File: config.mk
export PLATFORM = sky130hd
export DESIGN_NAME = sensor_temperature_compensation_top_flat
export DESIGN_NICKNAME = d
export VERILOG_FILES = /design/src/sv/stc_pkg.sv /design/src/sv/stc_if.sv /design/src/sv/stc_div_pipe.sv /design/src/sv/sensor_temperature_compensation_top.sv /design/src/flat_wrapper.sv
export SDC_FILE = /design/constraint.sdc
export NUM_CORES = 2
export LEC_CHECK = 0
export ABC_AREA = 1
export BUFFER_PORTS_ARGS = -buffer_cell sky130_fd_sc_hd__buf_2
export CORE_MARGIN = 5
export CORE_UTILIZATION = 61
export DETAILED_ROUTE_END_ITERATION = 8
export PLACE_DENSITY = 0.79
export REMOVE_ABC_BUFFERS = 1
export SLEW_MARGIN = 20
export SYNTH_ARGS = -nofsm -noshare
export SYNTH_HDL_FRONTEND = slang
export SYNTH_SLANG_ARGS = --single-unit
File: constraint.sdc
create_clock -name clk -period 16 [get_ports clk]
set_input_delay 0.8 -clock clk [delete_from_list [all_inputs] [get_ports clk]]
set_output_delay 0.8 -clock clk [all_outputs]
set_load 0.1 [all_outputs]
File: src/sv/stc_pkg.sv
// ----------------------------------------------------------------------------
// stc_pkg: shared types and constants for temperature compensation
// Field widths, calibration reset values, register codes and the
// divider request/response structs.
// ----------------------------------------------------------------------------
package stc_pkg;

  localparam int RAW_W    = 16;
  localparam int CAL_W    = 16;
  localparam int SHIFT_X1 = 15;
  localparam int SHIFT_MC = 11;
  localparam int ROUND_T  = 8;
  localparam int DIV_T    = 1 << 4;
  localparam int DIV_T_SH = $clog2(DIV_T);

  // (raw - c6) is 17 bit signed, c5 widened to 17 bit signed
  localparam int DIFF_W = RAW_W + 1;
  localparam int PROD_W = 2 * DIFF_W;
  localparam int X1_W   = PROD_W - SHIFT_X1;
  localparam int DIV_W  = X1_W + 1;
  localparam int NUM_W  = CAL_W + SHIFT_MC;
  localparam int B5_W   = 28;
  localparam int TEMP_W = 24;
  localparam int SUM_W  = B5_W + 1;

  localparam int DIV_STAGES = NUM_W;
  localparam int ACC_W      = DIV_W + NUM_W;

  localparam int CFG_IDX_W = 2;

  localparam logic        [CAL_W-1:0] CAL_C5_RST = 16'd32757;
  localparam logic        [CAL_W-1:0] CAL_C6_RST = 16'd23153;
  localparam logic signed [CAL_W-1:0] CAL_MC_RST = -16'sd8711;
  localparam logic signed [CAL_W-1:0] CAL_MD_RST = 16'sd2868;

  typedef enum logic [CFG_IDX_W-1:0] {
    CFG_C5 = 2'd0,
    CFG_C6 = 2'd1,
    CFG_MC = 2'd2,
    CFG_MD = 2'd3
  } stc_cfg_idx_t;

  typedef struct packed {
    logic        [NUM_W-1:0] dvd;
    logic        [DIV_W-1:0] dvs;
    logic signed [X1_W-1:0]  x1;
    logic                    neg_q;
    logic                    dz;
  } stc_div_req_t;

  typedef struct packed {
    logic        [NUM_W-1:0] quo;
    logic signed [X1_W-1:0]  x1;
    logic                    neg_q;
    logic                    dz;
  } stc_div_rsp_t;

endpackage

File: src/sv/stc_if.sv
// ----------------------------------------------------------------------------
// stc_if: item channels of the temperature compensation block
// Valid/ready channels for the raw reading and the compensated result.
// ----------------------------------------------------------------------------
interface stc_in_if import stc_pkg::*; ();
  logic             valid;
  logic             ready;
  logic [RAW_W-1:0] raw_temperature;

  modport source (output valid, output raw_temperature, input ready);
  modport sink   (input valid, input raw_temperature, output ready);
endinterface

interface stc_out_if import stc_pkg::*; ();
  logic                     valid;
  logic                     ready;
  logic signed [TEMP_W-1:0] temperature_tenths;
  logic signed [B5_W-1:0]   b5_value;
  logic                     divide_by_zero;

  modport source (output valid, output temperature_tenths, output b5_value,
                  output divide_by_zero, input ready);
  modport sink   (input valid, input temperature_tenths, input b5_value,
                  input divide_by_zero, output ready);
endinterface

File: src/sv/stc_div_pipe.sv
// ----------------------------------------------------------------------------
// stc_div_pipe: pipelined unsigned restoring divider
// One quotient bit per stage, elastic valid/ready between stages,
// sideband fields travel with each item.
// ----------------------------------------------------------------------------
module stc_div_pipe import stc_pkg::*; (
  input  logic         clk,
  input  logic         rst_n,
  input  logic         in_valid,
  output logic         in_ready,
  input  stc_div_req_t in_req,
  output logic         out_valid,
  input  logic         out_ready,
  output stc_div_rsp_t out_rsp
);

  logic [DIV_STAGES-1:0]   vld_r;
  logic [DIV_STAGES:0]     rdy;
  logic [ACC_W-1:0]        acc_r   [DIV_STAGES];
  logic [DIV_W-1:0]        dvs_r   [DIV_STAGES];
  logic signed [X1_W-1:0]  x1_r    [DIV_STAGES];
  logic [DIV_STAGES-1:0]   neg_r;
  logic [DIV_STAGES-1:0]   dz_r;

  logic [DIV_STAGES-1:0]   vld_in;
  logic [ACC_W-1:0]        acc_in  [DIV_STAGES];
  logic [DIV_W-1:0]        dvs_in  [DIV_STAGES];
  logic signed [X1_W-1:0]  x1_in   [DIV_STAGES];
  logic [DIV_STAGES-1:0]   neg_in;
  logic [DIV_STAGES-1:0]   dz_in;
  logic [ACC_W-1:0]        acc_nxt [DIV_STAGES];

  // stage inputs: first stage from the request, others from the previous stage
  always_comb begin
    vld_in[0] = in_valid;
    acc_in[0] = {{DIV_W{1'b0}}, in_req.dvd};
    dvs_in[0] = in_req.dvs;
    x1_in[0]  = in_req.x1;
    neg_in[0] = in_req.neg_q;
    dz_in[0]  = in_req.dz;
    for (int k = 1; k < DIV_STAGES; k++) begin
      vld_in[k] = vld_r[k-1];
      acc_in[k] = acc_r[k-1];
      dvs_in[k] = dvs_r[k-1];
      x1_in[k]  = x1_r[k-1];
      neg_in[k] = neg_r[k-1];
      dz_in[k]  = dz_r[k-1];
    end
  end

  // shift in the next dividend bit, subtract the divisor when it fits
  always_comb begin
    logic [DIV_W:0] cand;
    logic [DIV_W:0] diff;
    for (int k = 0; k < DIV_STAGES; k++) begin
      cand = acc_in[k][ACC_W-1 -: DIV_W+1];
      diff = cand - {1'b0, dvs_in[k]};
      if (cand >= {1'b0, dvs_in[k]}) begin
        acc_nxt[k] = {diff[DIV_W-1:0], acc_in[k][NUM_W-2:0], 1'b1};
      end else begin
        acc_nxt[k] = {acc_in[k][ACC_W-2:0], 1'b0};
      end
    end
  end

  always_comb begin
    rdy[DIV_STAGES] = out_ready;
    for (int k = DIV_STAGES - 1; k >= 0; k--) begin
      rdy[k] = !vld_r[k] || rdy[k+1];
    end
  end

  always_ff @(posedge clk) begin
    if (!rst_n) begin
      vld_r <= '0;
    end else begin
      for (int k = 0; k < DIV_STAGES; k++) begin
        if (rdy[k]) begin
          vld_r[k] <= vld_in[k];
        end
      end
    end
  end

  always_ff @(posedge clk) begin
    for (int k = 0; k < DIV_STAGES; k++) begin
      if (rdy[k] && vld_in[k]) begin
        acc_r[k] <= acc_nxt[k];
        dvs_r[k] <= dvs_in[k];
        x1_r[k]  <= x1_in[k];
        neg_r[k] <= neg_in[k];
        dz_r[k]  <= dz_in[k];
      end
    end
  end

  assign in_ready      = rdy[0];
  assign out_valid     = vld_r[DIV_STAGES-1];
  assign out_rsp.quo   = acc_r[DIV_STAGES-1][NUM_W-1:0];
  assign out_rsp.x1    = x1_r[DIV_STAGES-1];
  assign out_rsp.neg_q = neg_r[DIV_STAGES-1];
  assign out_rsp.dz    = dz_r[DIV_STAGES-1];

  a_rem_below_dvs: assert property (@(posedge clk) disable iff (!rst_n)
    out_valid && (dvs_r[DIV_STAGES-1] != '0) |->
      (acc_r[DIV_STAGES-1][ACC_W-1 -: DIV_W] < dvs_r[DIV_STAGES-1]))
    else $error("divider remainder not below divisor");

  a_no_stall_bubble: assert property (@(posedge clk) disable iff (!rst_n)
    out_ready |-> in_ready)
    else $error("divider refuses an item while its output drains");

  a_stage_hold: assert property (@(posedge clk) disable iff (!rst_n)
    vld_r[0] && !rdy[1] |=> vld_r[0] && $stable(acc_r[0]))
    else $error("stalled divider stage lost its item");

endmodule

File: src/sv/sensor_temperature_compensation_top.sv
// ----------------------------------------------------------------------------
// sensor_temperature_compensation_top: barometric sensor temperature path
// Raw reading plus four calibration words in, compensated temperature in
// tenths of a degree and the B5 intermediate out.
// ----------------------------------------------------------------------------
//
//  channel  | dir | handshake     | payload
//  ---------+-----+---------------+---------------------------------------------
//  in_chan  | in  | valid/ready   | raw_temperature (16 u)
//  out_chan | out | valid/ready   | temperature_tenths (24 s), b5_value (28 s),
//           |     |               | divide_by_zero (1)
//  cfg_*    | in  | cfg_we strobe | cfg_index (2), cfg_wdata (16)
//
//  One item per cycle while the output is not stalled; the divider resolves
//  one quotient bit per stage (27 stages), and five more stages handle the
//  multiply, X1, operand signs, B5 and the final rounding.
//  Reset (rst_n low, synchronous) clears all stage valid bits and restores
//  the calibration registers; data registers are not reset.
//  Every stage holds its item while the next one is full and stalled, and
//  takes a new item whenever it is empty, so bubbles squeeze out on stalls.
// ----------------------------------------------------------------------------
module sensor_temperature_compensation_top import stc_pkg::*; (
  input  logic                 clk,
  input  logic                 rst_n,
  stc_in_if.sink               in_chan,
  stc_out_if.source            out_chan,
  input  logic                 cfg_we,
  input  logic [CFG_IDX_W-1:0] cfg_index,
  input  logic [CAL_W-1:0]     cfg_wdata
);

  localparam int PIPE_DEPTH = DIV_STAGES + 5;
  localparam int OCC_W      = $clog2(PIPE_DEPTH + 1);

  // calibration registers
  logic        [CAL_W-1:0] cal_c5_r;
  logic        [CAL_W-1:0] cal_c6_r;
  logic signed [CAL_W-1:0] cal_mc_r;
  logic signed [CAL_W-1:0] cal_md_r;

  always_ff @(posedge clk) begin
    if (!rst_n) begin
      cal_c5_r <= CAL_C5_RST;
      cal_c6_r <= CAL_C6_RST;
      cal_mc_r <= CAL_MC_RST;
      cal_md_r <= CAL_MD_RST;
    end else if (cfg_we) begin
      unique case (stc_cfg_idx_t'(cfg_index))
        CFG_C5: cal_c5_r <= cfg_wdata;
        CFG_C6: cal_c6_r <= cfg_wdata;
        CFG_MC: cal_mc_r <= signed'(cfg_wdata);
        CFG_MD: cal_md_r <= signed'(cfg_wdata);
      endcase
    end
  end

  // stage valid bits and per-stage ready
  logic vld1_r, vld2_r, vld3_r, vld4_r, vld5_r;
  logic rdy1, rdy2, rdy3, rdy4, rdy5;
  logic div_in_ready;
  logic div_out_valid;

  assign rdy5 = !vld5_r || out_chan.ready;
  assign rdy4 = !vld4_r || rdy5;
  assign rdy3 = !vld3_r || div_in_ready;
  assign rdy2 = !vld2_r || rdy3;
  assign rdy1 = !vld1_r || rdy2;

  assign in_chan.ready = rdy1;

  always_ff @(posedge clk) begin
    if (!rst_n) begin
      vld1_r <= 1'b0;
      vld2_r <= 1'b0;
      vld3_r <= 1'b0;
      vld4_r <= 1'b0;
      vld5_r <= 1'b0;
    end else begin
      if (rdy1) vld1_r <= in_chan.valid;
      if (rdy2) vld2_r <= vld1_r;
      if (rdy3) vld3_r <= vld2_r;
      if (rdy4) vld4_r <= div_out_valid;
      if (rdy5) vld5_r <= vld4_r;
    end
  end

  // stage 1: offset the reading and scale by c5, exact 34-bit product
  logic signed [DIFF_W-1:0] diff_s;
  logic signed [DIFF_W-1:0] c5_s;
  logic signed [PROD_W-1:0] prod_nxt;
  logic signed [PROD_W-1:0] prod_r;

  always_comb begin
    diff_s   = signed'({1'b0, in_chan.raw_temperature}) - signed'({1'b0, cal_c6_r});
    c5_s     = signed'({1'b0, cal_c5_r});
    prod_nxt = PROD_W'(diff_s) * PROD_W'(c5_s);
  end

  always_ff @(posedge clk) begin
    if (rdy1 && in_chan.valid) prod_r <= prod_nxt;
  end

  // stage 2: arithmetic shift gives floor, then form the divisor
  logic signed [X1_W-1:0]  x1_nxt;
  logic signed [DIV_W-1:0] div_nxt;
  logic signed [X1_W-1:0]  x1_r;
  logic signed [DIV_W-1:0] div_r;

  always_comb begin
    x1_nxt  = signed'(prod_r[PROD_W-1:SHIFT_X1]);
    div_nxt = DIV_W'(x1_nxt) + DIV_W'(cal_md_r);
  end

  always_ff @(posedge clk) begin
    if (rdy2 && vld1_r) begin
      x1_r  <= x1_nxt;
      div_r <= div_nxt;
    end
  end

  // stage 3: split numerator and divisor into sign and magnitude
  logic signed [NUM_W-1:0] num_s;
  stc_div_req_t            req_nxt;
  stc_div_req_t            req_r;

  always_comb begin
    num_s         = signed'({cal_mc_r, {SHIFT_MC{1'b0}}});
    req_nxt.dvd   = num_s[NUM_W-1] ? NUM_W'(-num_s) : NUM_W'(num_s);
    req_nxt.dvs   = div_r[DIV_W-1] ? DIV_W'(-div_r) : DIV_W'(div_r);
    req_nxt.x1    = x1_r;
    req_nxt.neg_q = num_s[NUM_W-1] ^ div_r[DIV_W-1];
    req_nxt.dz    = (div_r == '0);
  end

  always_ff @(posedge clk) begin
    if (rdy3 && vld2_r) req_r <= req_nxt;
  end

  stc_div_rsp_t div_rsp;

  stc_div_pipe u_div (
    .clk       (clk),
    .rst_n     (rst_n),
    .in_valid  (vld3_r),
    .in_ready  (div_in_ready),
    .in_req    (req_r),
    .out_valid (div_out_valid),
    .out_ready (rdy4),
    .out_rsp   (div_rsp)
  );

  // stage 4: restore the quotient sign, B5 = X1 + X2, zero on a zero divisor
  logic signed [B5_W-1:0] x2_s;
  logic signed [B5_W-1:0] b5_nxt;
  logic signed [B5_W-1:0] b5_r;
  logic                   dz4_r;

  always_comb begin
    x2_s   = div_rsp.neg_q ? -B5_W'(div_rsp.quo) : B5_W'(div_rsp.quo);
    b5_nxt = div_rsp.dz ? '0 : B5_W'(div_rsp.x1) + x2_s;
  end

  always_ff @(posedge clk) begin
    if (rdy4 && div_out_valid) begin
      b5_r  <= b5_nxt;
      dz4_r <= div_rsp.dz;
    end
  end

  // stage 5: (B5 + 8) / 16 toward zero; bias negatives before the shift
  logic signed [SUM_W-1:0]  sum_s;
  logic signed [SUM_W-1:0]  adj_s;
  logic signed [TEMP_W-1:0] temp_nxt;
  logic signed [TEMP_W-1:0] temp_r;
  logic signed [B5_W-1:0]   b5o_r;
  logic                     dz5_r;

  always_comb begin
    sum_s    = SUM_W'(b5_r) + SUM_W'(ROUND_T);
    adj_s    = sum_s[SUM_W-1] ? sum_s + SUM_W'(DIV_T - 1) : sum_s;
    temp_nxt = signed'(adj_s[TEMP_W+DIV_T_SH-1:DIV_T_SH]);
  end

  always_ff @(posedge clk) begin
    if (rdy5 && vld4_r) begin
      temp_r <= temp_nxt;
      b5o_r  <= b5_r;
      dz5_r  <= dz4_r;
    end
  end

  assign out_chan.valid              = vld5_r;
  assign out_chan.temperature_tenths = temp_r;
  assign out_chan.b5_value           = b5o_r;
  assign out_chan.divide_by_zero     = dz5_r;

  // items in flight, for checking only
  logic             in_acc;
  logic             out_acc;
  logic [OCC_W-1:0] occ_r;

  assign in_acc  = in_chan.valid && in_chan.ready;
  assign out_acc = out_chan.valid && out_chan.ready;

  always_ff @(posedge clk) begin
    if (!rst_n) begin
      occ_r <= '0;
    end else begin
      occ_r <= occ_r + OCC_W'(in_acc) - OCC_W'(out_acc);
    end
  end

  a_occ_bound: assert property (@(posedge clk) disable iff (!rst_n)
    occ_r <= OCC_W'(PIPE_DEPTH))
    else $error("more items in flight than pipeline stages");

  a_out_has_item: assert property (@(posedge clk) disable iff (!rst_n)
    out_chan.valid |-> occ_r != '0)
    else $error("result shown with no item in flight");

  a_dz_zero: assert property (@(posedge clk) disable iff (!rst_n)
    out_chan.valid && out_chan.divide_by_zero |->
      (out_chan.temperature_tenths == '0) && (out_chan.b5_value == '0))
    else $error("zero divisor result not forced to zero");

  a_drain_accepts: assert property (@(posedge clk) disable iff (!rst_n)
    out_chan.ready |-> in_chan.ready)
    else $error("input refused while the output drains");

endmodule
File: src/flat_wrapper.sv
// flat-port wrapper written by rule: the top's interface ports become plain ports
module sensor_temperature_compensation_top_flat import stc_pkg::*;
  (clk, rst_n, cfg_we, cfg_index, cfg_wdata, in_chan_valid, in_chan_raw_temperature, in_chan_ready, out_chan_valid, out_chan_temperature_tenths, out_chan_b5_value, out_chan_divide_by_zero, out_chan_ready);
  stc_in_if in_chan_i ();
  stc_out_if out_chan_i ();
  input  logic clk;
  input  logic rst_n;
  input  logic cfg_we;
  input  logic [CFG_IDX_W-1:0] cfg_index;
  input  logic [CAL_W-1:0] cfg_wdata;
  input wire logic [$bits(in_chan_i.valid)-1:0] in_chan_valid;
  input wire logic [$bits(in_chan_i.raw_temperature)-1:0] in_chan_raw_temperature;
  output wire logic [$bits(in_chan_i.ready)-1:0] in_chan_ready;
  output wire logic [$bits(out_chan_i.valid)-1:0] out_chan_valid;
  output wire logic [$bits(out_chan_i.temperature_tenths)-1:0] out_chan_temperature_tenths;
  output wire logic [$bits(out_chan_i.b5_value)-1:0] out_chan_b5_value;
  output wire logic [$bits(out_chan_i.divide_by_zero)-1:0] out_chan_divide_by_zero;
  input wire logic [$bits(out_chan_i.ready)-1:0] out_chan_ready;
  assign in_chan_i.valid = in_chan_valid;
  assign in_chan_i.raw_temperature = in_chan_raw_temperature;
  assign in_chan_ready = in_chan_i.ready;
  assign out_chan_valid = out_chan_i.valid;
  assign out_chan_temperature_tenths = out_chan_i.temperature_tenths;
  assign out_chan_b5_value = out_chan_i.b5_value;
  assign out_chan_divide_by_zero = out_chan_i.divide_by_zero;
  assign out_chan_i.ready = out_chan_ready;
  sensor_temperature_compensation_top u_core (.clk(clk), .rst_n(rst_n), .in_chan(in_chan_i), .out_chan(out_chan_i), .cfg_we(cfg_we), .cfg_index(cfg_index), .cfg_wdata(cfg_wdata));
endmodule
==> results.json <==
{
  "worst_r2r_endpoint": "u_core.prod_r[33]$_DFFE_PP_",
  "port_buffers": 93,
  "pwr-share-clk_pct": 19.8,
  "core_area_mm2": 0.1876,
  "clock_root_buffer_master": "sky130_fd_sc_hd__clkbuf_16",
  "cts_hold_buffers": 0,
  "timing.hold.worst.start": "cfg_wdata[11]",
  "post_cts_buffers": 0,
  "period_needed_ps": 9438,
  "clock_buffers_created_by_tritoncts": 230,
  "synth.cell_area_mm2": 0.1150,
  "timing.critical_path.required_ps": 16610,
  "power.net_switching_uw": 11400,
  "hold_viol": 0,
  "synthesized_instance_count": 9474,
  "synth_cell_types": 57,
  "worst-path-max-fanout": 9,
  "crit_path_max_incr_delay_ps": 550,
  "timing.hold.worst_endpoint": "u_core.cal_mc_r[11]$_SDFFE_PN1P_",
  "final_antenna_net_count": 0,
  "final.setup.tns_ps": 0,
  "swShare_pct": 41.28,
  "die_wd_um": 444.1,
  "cts.htree.levels": 4,
  "grt.total_usage_pct": 24.90,
  "startpoint_type": "flip-flop",
  "ffs_w_async_s_r_synth_pct": 0,
  "worst_vdd_drop_mv": 1.498,
  "drc": 0,
  "share_of_the_clock_period_used_by_the_worst_path_pct": 58.99,
  "die_outline_area_mm2": 0.1972,
  "tightest_slew_ps": 1099,
  "placement_rows": 159,
  "internal-power_uw": 16210,
  "stdcell_count": 12420,
  "detailed_place_hpwl_um": 175400,
  "cts_tree": "done",
  "synth.ff_latch_count": 2398,
  "max_cap_viol_count": 0,
  "global_route_wire_length_before_repair_um": 386500,
  "whs_ps": 188.1,
  "area_growth_syn_to_layout_pct": 10.07,
  "p_seq_share_pct": 28.0,
  "initial_core_util_pct": 61.28,
  "layout.nets": 10740,
  "ff2ff_setup_slack_ps": 6560,
  "numPlacedInstances": 11980,
  "layout.cells.most_common": "sky130_fd_sc_hd__edfxtp_1",
  "synth-warning-count": 0,
  "pin_count": 94,
  "timing.critical_path.slowest_stage_cell": "sky130_fd_sc_hd__fa_1",
  "crit_type": "flip-flop to flip-flop",
  "reg2regPathDepth": 39,
  "detailed_route_wire_length_per_cell_um": 19.61,
  "routabilityCongestion": 0.9228,
  "synth_sequential_area_ratio_pct": 61.80,
  "holdCritPathClass": "primary input to flip-flop",
  "postPlaceCellArea_mm2": 0.1188,
  "ys_dominant_reg_cell": "sky130_fd_sc_hd__edfxtp_1",
  "tritoncts_num_sinks": 2398,
  "largest_net_degree_at_the_start_of_global_routing": 78,
  "drt_pre_antenna_iters": 9,
  "final_cell_mix": "2,302 x sky130_fd_sc_hd__edfxtp_1, 1,398 x sky130_fd_sc_hd__inv_1, 1,075 x sky130_fd_sc_hd__nand2_1",
  "insertion_delay_ps": 880,
  "critical_path_arrival_ps": 10050,
  "avgSynthCellArea_um2": 12.13,
  "final_wirelength_um": 243500,
  "detail_route.iter0.violations": 5256,
  "static-leakage-power_uw": 0.05040,
  "pwr_per_cell_area_mw_per_mm2": 218.2,
  "cts-resized-gates": 0,
  "maxSlewHeadroom_pct": 26.71,
  "maxClockFrequency_mhz": 106.0,
  "final_design_area_no_fill_mm2": 0.1265,
  "grt_setup_unrepaired": "no",
  "slew_violations": 0,
  "drive_gt1_share_pct": 6.120,
  "worst_reg2reg_startpoint": "u_core.cal_c6_r[0]$_SDFFE_PN1P_",
  "worst_clock_skew_ps": 57.51,
  "clkSlewWorstSetupHoldPaths_ps": 60,
  "antenna_found_initial": 3,
  "setup_viol_count_final": 0,
  "p_comb_share_pct": 52.2,
  "grt_pass1_vias": 70770,
  "grt_overflow": 0,
  "cts-root-to-sink-buffers": 3,
  "status": "finished, final reports clean",
  "chipHeight_um": 444.1,
  "synth_edf_count": 2302,
  "num_vias": 69280,
  "route.detailed.vias_per_inst": 5.580,
  "worst_hold_path.num_cells": 3,
  "worst_setup_path_end_kind": "flip-flop"
}
## cells in the mapped netlist (10+ instances only)
cell type | instances | area (um2)
sky130_fd_sc_hd__fa_1 | 305 | 6106
sky130_fd_sc_hd__nor4_1 | 37 | 231.5
sky130_fd_sc_hd__inv_1 | 1413 | 5304
sky130_fd_sc_hd__o21ai_0 | 271 | 1356
sky130_fd_sc_hd__a31oi_1 | 44 | 275.3
sky130_fd_sc_hd__xor2_1 | 292 | 2557
sky130_fd_sc_hd__nor3_1 | 70 | 350.3
sky130_fd_sc_hd__buf_2 | 36 | 180.2
sky130_fd_sc_hd__nor2_1 | 833 | 3127
sky130_fd_sc_hd__nand3b_1 | 12 | 90.09
sky130_fd_sc_hd__or2_2 | 20 | 125.1
sky130_fd_sc_hd__o21a_1 | 12 | 90.09
sky130_fd_sc_hd__nand4_1 | 50 | 312.8
sky130_fd_sc_hd__a21oi_1 | 1008 | 5045
sky130_fd_sc_hd__ha_1 | 674 | 8433
sky130_fd_sc_hd__nand2_1 | 1075 | 4035
sky130_fd_sc_hd__xnor2_1 | 294 | 2575
sky130_fd_sc_hd__edfxtp_1 | 2302 | 69130
sky130_fd_sc_hd__o211ai_1 | 38 | 285.3
sky130_fd_sc_hd__clkinv_1 | 10 | 37.54
sky130_fd_sc_hd__a21o_1 | 16 | 120.1
sky130_fd_sc_hd__o21bai_1 | 18 | 135.1
sky130_fd_sc_hd__o21ai_1 | 47 | 235.2
sky130_fd_sc_hd__a211oi_1 | 23 | 172.7
sky130_fd_sc_hd__nand3_1 | 254 | 1271
sky130_fd_sc_hd__clkbuf_1 | 110 | 412.9
sky130_fd_sc_hd__dfxtp_1 | 96 | 1922
## registers in the layout (all words and copies together) (netlist names), 19 cells and up
| register | count |
|---|---|
| u_core.u_div.x1_r | 513 |
| u_core.u_div.acc_r | 1018 |
| u_core.req_r | 57 |
| u_core.u_div.neg_r | 27 |
| u_core.out_chan.temperature_tenths | 24 |
| u_core.u_div.dvs_r | 520 |
| u_core.u_div.dz_r | 27 |
| u_core.out_chan.b5_value | 28 |
| u_core.prod_r | 19 |
| u_core.x1_r | 19 |
| u_core.div_r | 20 |
| u_core.b5_r | 28 |
| u_core.u_div.vld_r | 27 |
## cells by family after synthesis
kind of cell               share of synthesized area, %
DFF                                               61.80
and+or+nand+nor                                   8.696
buffers and inverters                             5.185
AOI/OAI and AO/OA                                 7.202
adders and majority gates                         12.65
xor gates and xnor gates                          4.465
## per-stage QoR
stage,worst slack (ps),util [%],power (uW)
final,6562,67.45,27610
after global placement,6074,63.30,21870
after CTS,6584,67.42,27690
after floorplan,7632,-,18100
after global routing,5902,67.44,29920
after detailed placement,5978,63.30,22130
## worst max-delay path: cells and delay by family (launching register included)
family | cells | cell delay (ps)
adder cells (fa/ha/maj) | 9 | 3990
AO/OA/AOI/OAI | 13 | 2610
AND/OR/NAND/NOR | 11 | 1640
buffers and inverters | 5 | 440
flip-flops | 1 | 320
XOR/XNOR | 1 | 160
## power groups by stage
stage / Sequential [uW] / Clock (uW) / Combinational [uW]
finish: 7720 / 5480 / 14400
global route: 7720 / 5870 / 16300
CTS: 7720 / 5580 / 14400
detailed placement: 7860 / 0 / 14300
global placement: 7850 / 0 / 14000
floorplan: 7800 / 0 / 10300
## cell type report
type	instances	area, um2
multi-input combinational	5500	38240
clock inverter	146	1578
inverter	1426	5355
tap	2495	3122
sequential	2398	71050
fill	13010	61070
clock buffer	284	6153
timing repair buffer	165	1030
antenna	2	5.005
## metal layers
metal  wire [um]  GRT usage (%)  part of all wire [%]  vias up
met4       12730          11.65                   5.2        2
met1       94240          30.21                    39    33540
met2      125500          44.39                    52     2073
li1            -              -                     -    33080
met5          13              0                0.0053        -
met3       10990          3.199                   4.5      588
## worst max-delay path by stage
stage,startpoint,endpoint,slack (ps)
4_1_cts,u_core.cal_c6_r[0]$_SDFFE_PN1P_,u_core.prod_r[33]$_DFFE_PP_,6580
5_1_grt,u_core.cal_c6_r[0]$_SDFFE_PN1P_,u_core.prod_r[33]$_DFFE_PP_,5900
6_report,u_core.cal_c6_r[0]$_SDFFE_PN1P_,u_core.prod_r[33]$_DFFE_PP_,6560
2_1_floorplan,in_chan_raw_temperature[2],u_core.prod_r[31]$_DFFE_PP_,7630
3_3_place_gp,in_chan_raw_temperature[0],u_core.prod_r[33]$_DFFE_PP_,6070
3_5_place_dp,in_chan_raw_temperature[0],u_core.prod_r[33]$_DFFE_PP_,5980
(Power assumes the default switching activity.)
